===== src/wps_pkg.sv =====
// Shared types and constants for the WAV PCM stream parser.
package wps_pkg;

  // Bytes of file header that may pass before the fmt chunk must appear.
  localparam int unsigned HEADER_WINDOW = 16384;
  // A chunk fails the window check when offset + size exceeds this value.
  localparam logic [32:0] WINDOW_LIMIT = 33'(HEADER_WINDOW - 9);

  // Chunk tags as little-endian words.
  localparam logic [31:0] TAG_RIFF = 32'h4646_4952;
  localparam logic [31:0] TAG_WAVE = 32'h4556_4157;
  localparam logic [31:0] TAG_FMT  = 32'h2074_6d66;
  localparam logic [31:0] TAG_DATA = 32'h6174_6164;

  // Result kinds.
  localparam logic [1:0] KIND_FORMAT    = 2'd0;
  localparam logic [1:0] KIND_SAMPLE    = 2'd1;
  localparam logic [1:0] KIND_ERROR     = 2'd2;
  localparam logic [1:0] KIND_END_AUDIO = 2'd3;

  // Allowed sample rates and sample widths.
  localparam logic [31:0] RATE_44K1  = 32'd44100;
  localparam logic [31:0] RATE_48K   = 32'd48000;
  localparam logic [31:0] RATE_88K2  = 32'd88200;
  localparam logic [31:0] RATE_96K   = 32'd96000;
  localparam logic [31:0] RATE_176K4 = 32'd176400;
  localparam logic [31:0] RATE_192K  = 32'd192000;
  localparam logic [15:0] BITS_16    = 16'd16;
  localparam logic [15:0] BITS_24    = 16'd24;

  // Input beat: one byte of the file.
  typedef struct packed {
    logic [7:0] data_byte;
    logic       end_of_stream;
  } in_beat_t;

  // Output beat: one result.
  typedef struct packed {
    logic [1:0]         kind;
    logic signed [23:0] sample;
    logic               channel;
    logic [31:0]        sample_rate;
    logic [15:0]        channel_count;
    logic [15:0]        sample_bits;
    logic [31:0]        byte_rate;
    logic [31:0]        data_bytes;
    logic               last;
  } out_beat_t;

  // Results produced by one parsed byte, pushed into the output queue.
  typedef struct packed {
    logic [1:0] n;
    out_beat_t  first;
    out_beat_t  second;
  } push_t;

endpackage


===== src/wps_core.sv =====
// Parser state and the per-byte update of the RIFF/WAVE walk.
module wps_core (
  input  logic              clk,
  input  logic              rst,
  input  logic              step,
  input  wps_pkg::in_beat_t beat,
  output wps_pkg::push_t    push
);

  typedef enum logic [2:0] {
    PH_RIFF,
    PH_CHDR,
    PH_BODY,
    PH_DATA,
    PH_IDLE
  } phase_t;

  phase_t      phase, phase_next;
  logic [31:0] header_offset, header_offset_next;
  logic [31:0] chunk_pos, chunk_pos_next;
  logic [31:0] chunk_tag, chunk_tag_next;
  logic [31:0] chunk_len, chunk_len_next;
  logic        fmt_seen, fmt_seen_next;
  logic [15:0] chan_reg, chan_reg_next;
  logic [31:0] rate_reg, rate_reg_next;
  logic [31:0] byterate_reg, byterate_reg_next;
  logic [15:0] width_reg, width_reg_next;
  logic [31:0] data_left, data_left_next;
  logic [23:0] sample_acc, sample_acc_next;
  logic [1:0]  byte_in_sample, byte_in_sample_next;
  logic        chan_toggle, chan_toggle_next;

  function automatic logic [31:0] set_byte32(logic [31:0] w, logic [1:0] idx, logic [7:0] b);
    logic [31:0] r;
    r = w;
    case (idx)
      2'd0:    r[7:0]   = b;
      2'd1:    r[15:8]  = b;
      2'd2:    r[23:16] = b;
      default: r[31:24] = b;
    endcase
    return r;
  endfunction

  function automatic logic [23:0] set_byte24(logic [23:0] w, logic [1:0] idx, logic [7:0] b);
    logic [23:0] r;
    r = w;
    case (idx)
      2'd0:    r[7:0]   = b;
      2'd1:    r[15:8]  = b;
      2'd2:    r[23:16] = b;
      default: r = w;
    endcase
    return r;
  endfunction

  function automatic logic rate_ok(logic [31:0] r);
    return r == wps_pkg::RATE_44K1 || r == wps_pkg::RATE_48K ||
           r == wps_pkg::RATE_88K2 || r == wps_pkg::RATE_96K ||
           r == wps_pkg::RATE_176K4 || r == wps_pkg::RATE_192K;
  endfunction

  logic [7:0]  b;
  logic        eos;
  logic [31:0] pos;
  logic [31:0] pos_inc;
  logic [31:0] tag_new;
  logic [31:0] len_new;
  logic [23:0] acc_new;
  logic [1:0]  bis_new;
  logic [31:0] left_new;
  logic        window_over;
  logic        fmt_capture;
  logic        fail;

  assign b       = beat.data_byte;
  assign eos     = beat.end_of_stream;
  assign pos     = chunk_pos;
  assign pos_inc = chunk_pos + 32'd1;

  // Byte update of one step; results go to the queue as one or two beats.
  always_comb begin
    phase_next          = phase;
    header_offset_next  = header_offset;
    chunk_pos_next      = chunk_pos;
    chunk_tag_next      = chunk_tag;
    chunk_len_next      = chunk_len;
    fmt_seen_next       = fmt_seen;
    chan_reg_next       = chan_reg;
    rate_reg_next       = rate_reg;
    byterate_reg_next   = byterate_reg;
    width_reg_next      = width_reg;
    data_left_next      = data_left;
    sample_acc_next     = sample_acc;
    byte_in_sample_next = byte_in_sample;
    chan_toggle_next    = chan_toggle;
    push                = '0;
    fail                = 1'b0;

    tag_new     = set_byte32(chunk_tag, pos[1:0], b);
    len_new     = set_byte32(chunk_len, pos[1:0], b);
    acc_new     = set_byte24(sample_acc, byte_in_sample, b);
    bis_new     = byte_in_sample + 2'd1;
    left_new    = data_left - 32'd1;
    window_over = ({1'b0, header_offset} + {1'b0, len_new}) > wps_pkg::WINDOW_LIMIT;
    fmt_capture = (chunk_tag == wps_pkg::TAG_FMT) && !fmt_seen && (pos[31:4] == 28'd0);

    if (step && phase != PH_IDLE) begin
      if (header_offset != 32'hFFFF_FFFF) begin
        header_offset_next = header_offset + 32'd1;
      end
      case (phase)
        // RIFF and WAVE magic words.
        PH_RIFF: begin
          chunk_tag_next = tag_new;
          chunk_pos_next = pos_inc;
          if (pos == 32'd3 && tag_new != wps_pkg::TAG_RIFF) begin
            fail = 1'b1;
          end else if (pos == 32'd11) begin
            if (tag_new != wps_pkg::TAG_WAVE) begin
              fail = 1'b1;
            end else begin
              chunk_pos_next = '0;
              phase_next     = PH_CHDR;
            end
          end
          if (eos) begin
            fail = 1'b1;
          end
        end
        // Eight-byte chunk header: tag, then size.
        PH_CHDR: begin
          if (pos[31:2] == 30'd0) begin
            chunk_tag_next = tag_new;
          end else begin
            chunk_len_next = len_new;
          end
          chunk_pos_next = pos_inc;
          if (pos == 32'd7) begin
            if (chunk_tag == wps_pkg::TAG_DATA) begin
              if (!fmt_seen || !rate_ok(rate_reg) ||
                  (width_reg != wps_pkg::BITS_16 && width_reg != wps_pkg::BITS_24)) begin
                fail = 1'b1;
              end else begin
                push.n                    = 2'd1;
                push.first.kind           = wps_pkg::KIND_FORMAT;
                push.first.sample_rate    = rate_reg;
                push.first.channel_count  = chan_reg;
                push.first.sample_bits    = width_reg;
                push.first.byte_rate      = byterate_reg;
                push.first.data_bytes     = len_new;
                push.first.last           = 1'b1;
                data_left_next            = len_new;
                sample_acc_next           = '0;
                byte_in_sample_next       = '0;
                chan_toggle_next          = 1'b0;
                if (len_new == 32'd0 || eos) begin
                  phase_next        = PH_IDLE;
                  push.n            = 2'd2;
                  push.first.last   = 1'b0;
                  push.second.kind  = wps_pkg::KIND_END_AUDIO;
                  push.second.last  = 1'b1;
                end else begin
                  phase_next = PH_DATA;
                end
              end
            end else if (eos) begin
              fail = 1'b1;
            end else if (!fmt_seen && chunk_tag != wps_pkg::TAG_FMT && window_over) begin
              fail = 1'b1;
            end else begin
              chunk_pos_next = '0;
              if (len_new == 32'd0) begin
                if (chunk_tag == wps_pkg::TAG_FMT) begin
                  fmt_seen_next = 1'b1;
                end
                phase_next = PH_CHDR;
              end else begin
                phase_next = PH_BODY;
              end
            end
          end else if (eos) begin
            fail = 1'b1;
          end
        end
        // Chunk body: capture fmt fields, skip everything else.
        PH_BODY: begin
          if (fmt_capture) begin
            case (pos[3:0])
              4'd2, 4'd3: begin
                if (pos[0]) chan_reg_next[15:8] = b;
                else        chan_reg_next[7:0]  = b;
              end
              4'd4, 4'd5, 4'd6, 4'd7: rate_reg_next = set_byte32(rate_reg, pos[1:0], b);
              4'd8, 4'd9, 4'd10, 4'd11: begin
                byterate_reg_next = set_byte32(byterate_reg, pos[1:0], b);
              end
              4'd14, 4'd15: begin
                if (pos[0]) width_reg_next[15:8] = b;
                else        width_reg_next[7:0]  = b;
              end
              default: ;
            endcase
          end
          chunk_pos_next = pos_inc;
          if (pos_inc == chunk_len) begin
            if (chunk_tag == wps_pkg::TAG_FMT) begin
              fmt_seen_next = 1'b1;
            end
            chunk_pos_next = '0;
            phase_next     = PH_CHDR;
          end
          if (eos) begin
            fail = 1'b1;
          end
        end
        // Audio payload: assemble samples, stop at size or end of stream.
        PH_DATA: begin
          data_left_next = left_new;
          if ((width_reg == wps_pkg::BITS_24) ? (bis_new == 2'd3) : (bis_new >= 2'd2)) begin
            push.n          = 2'd1;
            push.first.kind = wps_pkg::KIND_SAMPLE;
            push.first.last = 1'b1;
            if (width_reg == wps_pkg::BITS_24) begin
              push.first.sample = acc_new;
            end else begin
              push.first.sample = {acc_new[15:0], 8'h00};
            end
            if (chan_reg == 16'd2) begin
              push.first.channel = chan_toggle;
              chan_toggle_next   = ~chan_toggle;
            end
            sample_acc_next     = '0;
            byte_in_sample_next = '0;
          end else begin
            sample_acc_next     = acc_new;
            byte_in_sample_next = bis_new;
          end
          if (left_new == 32'd0 || eos) begin
            phase_next = PH_IDLE;
            if (push.n == 2'd1) begin
              push.n           = 2'd2;
              push.first.last  = 1'b0;
              push.second.kind = wps_pkg::KIND_END_AUDIO;
              push.second.last = 1'b1;
            end else begin
              push.n          = 2'd1;
              push.first.kind = wps_pkg::KIND_END_AUDIO;
              push.first.last = 1'b1;
            end
          end
        end
        default: ;
      endcase

      // A format error is always the only result of its byte.
      if (fail) begin
        phase_next      = PH_IDLE;
        push            = '0;
        push.n          = 2'd1;
        push.first.kind = wps_pkg::KIND_ERROR;
        push.first.last = 1'b1;
      end
    end
  end

  // Parser state registers.
  always_ff @(posedge clk) begin
    if (rst) begin
      phase          <= PH_RIFF;
      header_offset  <= '0;
      chunk_pos      <= '0;
      chunk_tag      <= '0;
      chunk_len      <= '0;
      fmt_seen       <= 1'b0;
      chan_reg       <= '0;
      rate_reg       <= '0;
      byterate_reg   <= '0;
      width_reg      <= '0;
      data_left      <= '0;
      sample_acc     <= '0;
      byte_in_sample <= '0;
      chan_toggle    <= 1'b0;
    end else begin
      phase          <= phase_next;
      header_offset  <= header_offset_next;
      chunk_pos      <= chunk_pos_next;
      chunk_tag      <= chunk_tag_next;
      chunk_len      <= chunk_len_next;
      fmt_seen       <= fmt_seen_next;
      chan_reg       <= chan_reg_next;
      rate_reg       <= rate_reg_next;
      byterate_reg   <= byterate_reg_next;
      width_reg      <= width_reg_next;
      data_left      <= data_left_next;
      sample_acc     <= sample_acc_next;
      byte_in_sample <= byte_in_sample_next;
      chan_toggle    <= chan_toggle_next;
    end
  end

`ifndef SYNTHESIS
  // An idle parser produces nothing.
  a_idle_silent: assert property (@(posedge clk) disable iff (rst)
    (phase == PH_IDLE) |-> (push.n == 2'd0))
    else $error("results pushed while parser idle");

  // Two results in one step only happen at the end of audio.
  a_pair_ends: assert property (@(posedge clk) disable iff (rst)
    (push.n == 2'd2) |=> (phase == PH_IDLE))
    else $error("two results without ending the stream");

  // The sample byte counter never reaches three in the data phase.
  a_bis_range: assert property (@(posedge clk) disable iff (rst)
    (phase == PH_DATA) |-> (byte_in_sample != 2'd3))
    else $error("sample byte counter out of range");
`endif

endmodule


===== src/wps_out_queue.sv =====
// Four-entry result queue that takes up to two beats per cycle.
module wps_out_queue (
  input  logic               clk,
  input  logic               rst,
  input  wps_pkg::push_t     push,
  output logic               room,
  output logic               head_valid,
  input  logic               head_ready,
  output wps_pkg::out_beat_t head
);

  wps_pkg::out_beat_t slots [4];
  logic [1:0] wr_ptr, wr_ptr_next;
  logic [1:0] rd_ptr, rd_ptr_next;
  logic [2:0] count, count_next;
  logic       pop;

  assign head_valid = (count != 3'd0);
  assign head       = slots[rd_ptr];
  assign room       = (count <= 3'd2);
  assign pop        = head_valid && head_ready;

  // Pointer and fill count update.
  always_comb begin
    wr_ptr_next = wr_ptr + push.n;
    rd_ptr_next = rd_ptr + {1'b0, pop};
    count_next  = count + {1'b0, push.n} - {2'b00, pop};
  end

  always_ff @(posedge clk) begin
    if (rst) begin
      wr_ptr <= '0;
      rd_ptr <= '0;
      count  <= '0;
    end else begin
      wr_ptr <= wr_ptr_next;
      rd_ptr <= rd_ptr_next;
      count  <= count_next;
    end
  end

  // Result storage.
  always_ff @(posedge clk) begin
    if (push.n != 2'd0) begin
      slots[wr_ptr] <= push.first;
    end
    if (push.n == 2'd2) begin
      slots[wr_ptr + 2'd1] <= push.second;
    end
  end

`ifndef SYNTHESIS
  // The fill count never passes the depth.
  a_count_max: assert property (@(posedge clk) disable iff (rst)
    count <= 3'd4)
    else $error("result queue overflow");

  // Results only arrive when two slots are free.
  a_push_room: assert property (@(posedge clk) disable iff (rst)
    (push.n != 2'd0) |-> room)
    else $error("push without room in result queue");

  // A stalled head beat keeps its contents.
  a_head_hold: assert property (@(posedge clk) disable iff (rst)
    (head_valid && !head_ready) |=> $stable(head))
    else $error("head beat changed while stalled");
`endif

endmodule


===== src/wav_pcm_stream_parser.sv =====
// Top level of the WAV PCM stream parser: input register, parser, result queue.
//
//  channel   handshake                     payload      direction
//  byte      byte_valid / byte_ready       byte_beat    in
//  result    result_valid / result_ready   result_beat  out
//
// One byte is accepted per cycle while the input register is empty or the queue
// has room; a held byte steps the parser and the queue registers its results.
// The rate is set by the four-entry result queue: the parser advances only while
// two slots are free; results drain at one a cycle while result_ready is high.
// A byte yields at most one result except at the end of audio.
// Reset is synchronous; the parser starts at the RIFF magic with empty queue.
module wav_pcm_stream_parser (
  input  logic               clk,
  input  logic               rst,
  input  logic               byte_valid,
  output logic               byte_ready,
  input  wps_pkg::in_beat_t  byte_beat,
  output logic               result_valid,
  input  logic               result_ready,
  output wps_pkg::out_beat_t result_beat
);

  logic              hold_full;
  wps_pkg::in_beat_t hold;
  logic              room;
  logic              take;
  wps_pkg::push_t    push;

  // The held byte goes to the parser when the queue has room for its results.
  assign take       = hold_full && room;
  assign byte_ready = !hold_full || take;

  always_ff @(posedge clk) begin
    if (rst) begin
      hold_full <= 1'b0;
    end else if (byte_ready) begin
      hold_full <= byte_valid;
    end
  end

  always_ff @(posedge clk) begin
    if (byte_ready && byte_valid) begin
      hold <= byte_beat;
    end
  end

  wps_core u_core (
    .clk  (clk),
    .rst  (rst),
    .step (take),
    .beat (hold),
    .push (push)
  );

  wps_out_queue u_queue (
    .clk        (clk),
    .rst        (rst),
    .push       (push),
    .room       (room),
    .head_valid (result_valid),
    .head_ready (result_ready),
    .head       (result_beat)
  );

endmodule

===== config.mk =====
export PLATFORM = sky130hd
export DESIGN_NAME = wav_pcm_stream_parser
export DESIGN_NICKNAME = d
export VERILOG_FILES = /design/src/wps_pkg.sv /design/src/wps_core.sv /design/src/wps_out_queue.sv /design/src/wav_pcm_stream_parser.sv
export SDC_FILE = /design/constraint.sdc
export NUM_CORES = 2
export LEC_CHECK = 0
export ABC_AREA = 0
export BUFFER_PORTS_ARGS = -buffer_cell sky130_fd_sc_hd__buf_4
export CORE_MARGIN = 3
export CORE_UTILIZATION = 43
export DETAILED_ROUTE_END_ITERATION = 7
export PLACE_DENSITY = 0.61
export SLEW_MARGIN = 0
export SYNTH_ARGS = -nofsm -noshare
export SYNTH_HDL_FRONTEND = slang
export SYNTH_SLANG_ARGS = --single-unit

===== constraint.sdc =====
create_clock -name clk -period 8.75 [get_ports clk]
set_input_delay 1.75 -clock clk [delete_from_list [all_inputs] [get_ports clk]]
set_output_delay 1.75 -clock clk [all_outputs]
set_load 0.05 [all_outputs]

# Word-level counts from Yosys, hierarchy flattened
# Memory sizes are Yosys's and may differ from the RTL's. A register that Yosys moved wholly into a read port is not among the register bits.
# Cells that the tools add are included.
dict set report op_classes {
  magnitude_cmp 3
  addsub 10
  n_eq_ne 63
  n_mul 0
  bitwise_logic 4
  div_mod_pow 0
  n_mux 115
  reduce_logical 62
  n_shift 0
}
# cell n
set ops {}
lappend ops {{$mux W314} 2}
lappend ops {{$mux W131} 3}
lappend ops {{$mux W32} 12}
lappend ops {{$mux W128} 1}
lappend ops {{$pmux W32 S2} 2}
lappend ops {{$mux W24} 5}
lappend ops {{$pmux W32 S3} 1}
lappend ops {{$mux W8} 11}
lappend ops {{$reduce_and A5 Y1} 13}
lappend ops {{$add A32 B1 Y32 const B} 2}
lappend ops {{$eq A32 B16 Y1 const B} 2}
lappend ops {{$eq A32 B17 Y1 const B} 2}
lappend ops {{$eq A32 B18 Y1 const B} 2}
lappend ops {{$logic_not A32 Y1} 2}
lappend ops {{$ne A32 B31 Y1 const B} 2}
lappend ops {{$mux W29} 2}
lappend ops {{$pmux W24 S2} 1}
lappend ops {{$mux W3} 14}
lappend ops {{$mux W1} 37}
lappend ops {{$add A32 B32 Y33} 1}
lappend ops {{$gt A33 B14 Y1 const B} 1}
lappend ops {{$eq A32 B2 Y1 const B} 1}
lappend ops {{$eq A32 B3 Y1 const B} 1}
lappend ops {{$eq A32 B30 Y1 const B} 1}
lappend ops {{59 further kinds} 136}
dict set report word_totals {
  romBits 0
  memories 1
  latchBits 0
  ram_bits 624
  register_bits 304
}
# name words word_bits read_ports rd_ports_with_merged_regs write_ports line
set memory_table {}
lappend memory_table {u_queue.slots 4 156 1 1 2 wps_out_queue.sv:12} ;# wps_pkg::out_beat_t slots [4];

# Logic depth before layout (Yosys ltp)
dict set report logic_depth {
  word_depth 19
  mapped_depth 25
  mapped_depth_nobuf 22
}

# By module
# From an unflattened synthesis, not the netlist that was laid out.
dict set report hier_totals {
  hier_cells 4247
  hier_area_um2 50404.6
}
# module n_inst seq_area_each_um2 cells_per_inst area_each_um2
set modules_own_cells {}
lappend modules_own_cells {wps_out_queue 1 18878.1 1554 30337.8}
lappend modules_own_cells {wps_core 1 5745.5 2678 19733.9}
lappend modules_own_cells {wav_pcm_stream_parser 1 290.3 15 332.8}

# Least setup slack after synthesis
# No wires, ideal clock.
dict set report synth_timing {
  kind {register to register}
  startpoint {register u_core.chunk_pos[0]}
  endpoint {register u_queue.count[2]}
  synth_period_minus_slack_ns 6.324
  setup_ns 0.128
  arrival_time_ns 6.196
  path_stages_with_launch 25
  path_slack_ns 2.426
  path_cell_list {dfxtp_1 > buf_2 > inv_1 > ha_1 > clkbuf_1 > clkbuf_1 > buf_1 > mux2i_1 > inv_1 > ha_1 > a211o_1 > o2111ai_1 > a211o_1 > a2111oi_0 > o31ai_1 > mux2i_1 > or4b_1 > o31a_1 > a21oi_1 > inv_1 > ha_1 > fa_1 > xor2_1 > xnor2_1 > nor2_1}
}
dict set report synth_between {
  elab_cells_between_ends 42
}
# element line
set synth_lines {}
lappend synth_lines {{from (decl)} wps_core.sv:20} ;# logic [31:0] chunk_pos, chunk_pos_next;
lappend synth_lines {{from (signal assigned)} wps_core.sv:287} ;# chunk_pos <= chunk_pos_next;
lappend synth_lines {{$logic_not A2 Y1 *} wps_core.sv:36} ;# case (idx)
lappend synth_lines {{$mux W8 *} wps_core.sv:36}
lappend synth_lines {{named net u_core.len_new[1]} wps_core.sv:68} ;# logic [31:0] len_new;
lappend synth_lines {{$add A32 B32 Y33} wps_core.sv:105} ;# window_over = ({1'b0, header_offset} + {1'b0, len_new}) > wps_pkg::WINDOW_LIMIT;
lappend synth_lines {{$gt A33 B14 Y1} wps_core.sv:105}
lappend synth_lines {{$logic_and A1 B1 Y1} wps_core.sv:169} ;# end else if (!fmt_seen && chunk_tag != wps_pkg::TAG_FMT && window_over) begin
lappend synth_lines {{$mux W1} wps_core.sv:169}
lappend synth_lines {{$mux W1} wps_core.sv:167} ;# end else if (eos) begin
lappend synth_lines {{$mux W1} wps_core.sv:140} ;# if (chunk_tag == wps_pkg::TAG_DATA) begin
lappend synth_lines {{$mux W1} wps_core.sv:139} ;# if (pos == 32'd7) begin
lappend synth_lines {{$pmux W1 S3} wps_core.sv:112} ;# case (phase)
lappend synth_lines {{$mux W1} wps_core.sv:108} ;# if (step && phase != PH_IDLE) begin
lappend synth_lines {{$mux W314 *} wps_core.sv:257} ;# if (fail) begin
lappend synth_lines {{$mux W314 *} wps_core.sv:108}
lappend synth_lines {{$add A3 B2 Y3 *} wps_out_queue.sv:27} ;# count_next = count + {1'b0, push.n} - {2'b00, pop};
lappend synth_lines {{$sub A3 B1 Y3 *} wps_out_queue.sv:27}
lappend synth_lines {{to (signal assigned)} wps_out_queue.sv:38} ;# count <= count_next;
lappend synth_lines {{to (decl)} wps_out_queue.sv:15} ;# logic [2:0] count, count_next;
# The timed path passes the listed nets; every way through them passes the cells marked *. The select of a mux whose other input is x is not followed.
# A chain may end at the register's enable or synchronous reset.

==> results.md <==
- Run status: finished clean
- Max VDD drop: 0.000249 V
- Nets: 4,725
- Power share of the combinational group: 10.4%
- Layout cells sized above 1: 12.6%
- Final hold vios: 0
- WL final: 127,000 um
- CTS tree: yes
- DR WL/cell: 20.9 um
- # IOs: 171
- Post-synthesis net count: 4,753
- Area growth, synth to finish: 12.3%
- Post-synth cell types: 83
- Fin Clk Skew: 0.0251 ns
- Ant diodes: 0
- Cells after Synth: 4,684
- WS Path Type: reg -> reg
- CP max FO: 17
- Commonest cells in the synthesized netlist: dfxtp_1, nor2_1, mux2i_1
- Router iterations before antenna repair: 6
- First-pass GRT wire length: 197,000 um
- TritonCTS buffer count: 99
- Register area share after synthesis: 43.2%
- Die H: 324 um
- Reg power frac: 45.7%
- Mux contribution to synthesized area: 18.9%
- CP required: 9.27 ns
- RSZ-0062 raised after global routing: false
- Slowest-stage cell, CP: o311ai_0
- CTS clock-pin slew for the worst setup and hold paths: 0.06 ns
- Sw Share: 25.6%
- Port bufs: 170
- Worst-Margin Slew: 1.17 ns
- Post-synth EDFFs: 21
- Clk network pwr share: 43.9%
- Post-DP HPWL: 80,600 um
- Top cells by area, synth: dfxtp_1, mux2i_1, mux4_2, nor2_1, nand2_1
- Compound-gate portion of the synthesized area: 10.2%
- FF-to-FF End: u_queue.slots[2][29]
- Rows: 116
- Syn_area_per_cell: 9.29 sq um
- Crit start category: flip-flop
- Resized cells post-CTS: 0
- Gp weighted congestion: 0.917
- Die Wd: 324 um
- Die area: 105,000 sq um
- Top-count cell post-synth: dfxtp_1
- Longest Clk Path Bufs: 3
- Vias/cell: 5.68
- Slew margin rel.: 21.8%
- Hold Crit Class: reg -> reg
- Int Pwr: 7.10 mW
- DRC: 0
- Final instance area: 48,900 sq um
- Leak: 21.9 nW
- Post-Synth XOR/XNOR Area: 2.13%
- Filler instances: 9,448
- HP Start: u_core.byterate_reg[21]
- Clock root buffer: clkbuf_16
- Initial antenna violation count: 1
- Number of global-route vias before repair: 33,300
- Area of the core: 100,000 sq um
- Starting density of the core: 43.4%
- CP delay by family, top: compound AO/OA/AOI/OAI gates
- Crit-path cells: inv_1 > ha_1 > mux2i_1 > inv_1 > ha_1 > fa_1 > a211oi_2 > o211ai_1 > a211o_1 > a21o_1 > a2bb2oi_1 > o311ai_0 > or4b_1 > o31a_1 > a32oi_4 > buf_4 > mux2i_1 > nor2_1
- Min Tclk post-route: 7.57 ns
- Async S/R FF share, synth: 0%
- Hold Buf Count CTS: 0
- Adder-cell share of the synthesized area: 1.64%
- DRT antenna net count: 0
- Area leader, netlist: dfxtp_1
- Fin Setup TNS: 0 ns
- Psw: 2.45 mW
- H-tree Lvls: 3
- Setup crit end kind: flip-flop
- Power per Cell Area: 195 nW/um^2
- Worst r2r src: u_core.chunk_pos[0]
- R2R cell count: 18
- Hold EP: u_core.byterate_reg[21]
- Drt initial violations: 2,353
- Reg2Reg Setup Slack: 1.18 ns
- Sink Count: 928
- Data arrival, critical path: 8.09 ns
- Tcrit/Tclk final: 86.5%
- Post-synthesis cell area: 43,500 sq um
- Fmax: 0.132 GHz
- Hold depth: 2
- GRT Residual Overflow: 0
- Gr usage total: 23.7%
- Synth Area in Simple Gates: 19.4%
- CP max stage delay: 0.79 ns
- Biggest register: u_queue.slots
- Via Count: 34,600
- CP bufs+invs: 3
- Largest family of logic cells by synthesized area: simple AND/OR/NAND/NOR gates
- Largest net degree at the start of global routing: 117
- Slew Limit Fails: 0
- Max cap viols: 0
- Final Setup Violations: 0
- Largest register FFs: 624
- Worst skew pair latency: 0.67 ns
- Synth top area share: 41.7%
- Top FF cell, synth: dfxtp_1
- Postcts setup bufs: 0
- Post-synthesis sequential element count: 928
- Placed cell areas: 45,700 sq um
- YS warnings: 0
==> cells in the final DEF (no fill, tap or decap), types with 21 or more instances in the layout <==
| cell | instances |
|---|---|
| dfxtp_1 | 905 |
| o21ai_0 | 158 |
| or2_2 | 21 |
| mux2i_1 | 467 |
| nor3_1 | 70 |
| nand3_1 | 181 |
| o31ai_1 | 63 |
| and2_1 | 85 |
| nor2_1 | 680 |
| clkbuf_16 | 101 |
| inv_1 | 66 |
| mux4_2 | 156 |
| a211oi_1 | 50 |
| edfxtp_1 | 21 |
| ha_1 | 54 |
| and3_1 | 147 |
| nand4_1 | 46 |
| nand2_1 | 415 |
| or3_1 | 25 |
| a22oi_1 | 28 |
| clkbuf_1 | 33 |
| xnor2_1 | 54 |
| a21oi_1 | 230 |
| buf_4 | 226 |
| o211ai_1 | 35 |
| xor2_1 | 52 |
| nor4_1 | 41 |
==> power groups by stage <==
stage,sequential [mW],clock (mW),combinational [mW]
2_1_floorplan,4.37,0,0.790
3_3_place_gp,4.46,0,0.997
3_5_place_dp,4.46,0,0.997
4_1_cts,4.36,4.29,0.998
5_1_grt,4.37,4.44,1.06
6_report,4.36,4.19,0.992
==> metrics by stage <==
stage | setup WS (ns) | std cells | utilization [%] | hold slack [ns] | total power [mW]
2_1_floorplan | 2.43 | 4684 | - | 0.427 | 5.16
5_1_grt | 0.929 | 6090 | 48.7 | 0.459 | 9.87
6_report | 1.18 | 6090 | 48.7 | 0.447 | 9.54
3_3_place_gp | 1.39 | 5912 | 45.5 | 0.434 | 5.45
3_5_place_dp | 1.35 | 5912 | 45.5 | 0.439 | 5.45
4_1_cts | 1.30 | 6090 | 48.7 | 0.447 | 9.65
==> per-layer routing <==
layer / vias to the layer above / wire (um) / GRT usage, %
li1: 16600 / - / -
met1: 16900 / 57700 / 31.9
met2: 907 / 59700 / 39.0
met3: 206 / 6450 / 3.66
met4: 0 / 3680 / 7.49
met5: - / 0 / 0
==> cells by family (layout without fill, tap and decap cells) <==
group,count (synthesis),count (layout)
mux,628,628
simple gates,1817,1817
flops,928,928
compound gates,712,712
buf+inv,437,486
xor+xnor,106,106
fa+ha+maj,56,56
==> how the worst max path moves through the flow <==
stage / end / startpoint / cells after the start
after global routing: u_queue.count[2] / u_core.chunk_pos[0] / 19
after CTS: u_queue.slots[2][29] / u_core.chunk_pos[0] / 18
after global placement: u_queue.slots[2][6] / u_core.chunk_pos[0] / 18
final: u_queue.slots[2][29] / u_core.chunk_pos[0] / 18
after floorplan: u_queue.count[2] / u_core.chunk_pos[0] / 24
after detailed placement: u_queue.slots[2][145] / u_core.chunk_pos[0] / 19
==> tightest hold or removal path: cells and delay by family (launching register included) <==
family / cells / cell delay (ns)
flip-flops: 1 / 0.30
AND/OR/NAND/NOR: 1 / 0.05
AO/OA/AOI/OAI: 1 / 0.05
==> layout make-up <==
type                            count  area, sq um  share of cell area (%)
Timing Repair Buffer              242         2010                    4.11
Multi-Input combinational cell   3319        22900                    46.8
Tap cell                         1357         1700                    3.47
Clock buffer                      152         2900                    5.93
Sequential cell                   928        18800                    38.4
Inverter                           66          248                   0.507
Clock inverter                     26          338                   0.691
Note: power is estimated with default switching activity, not from simulation.
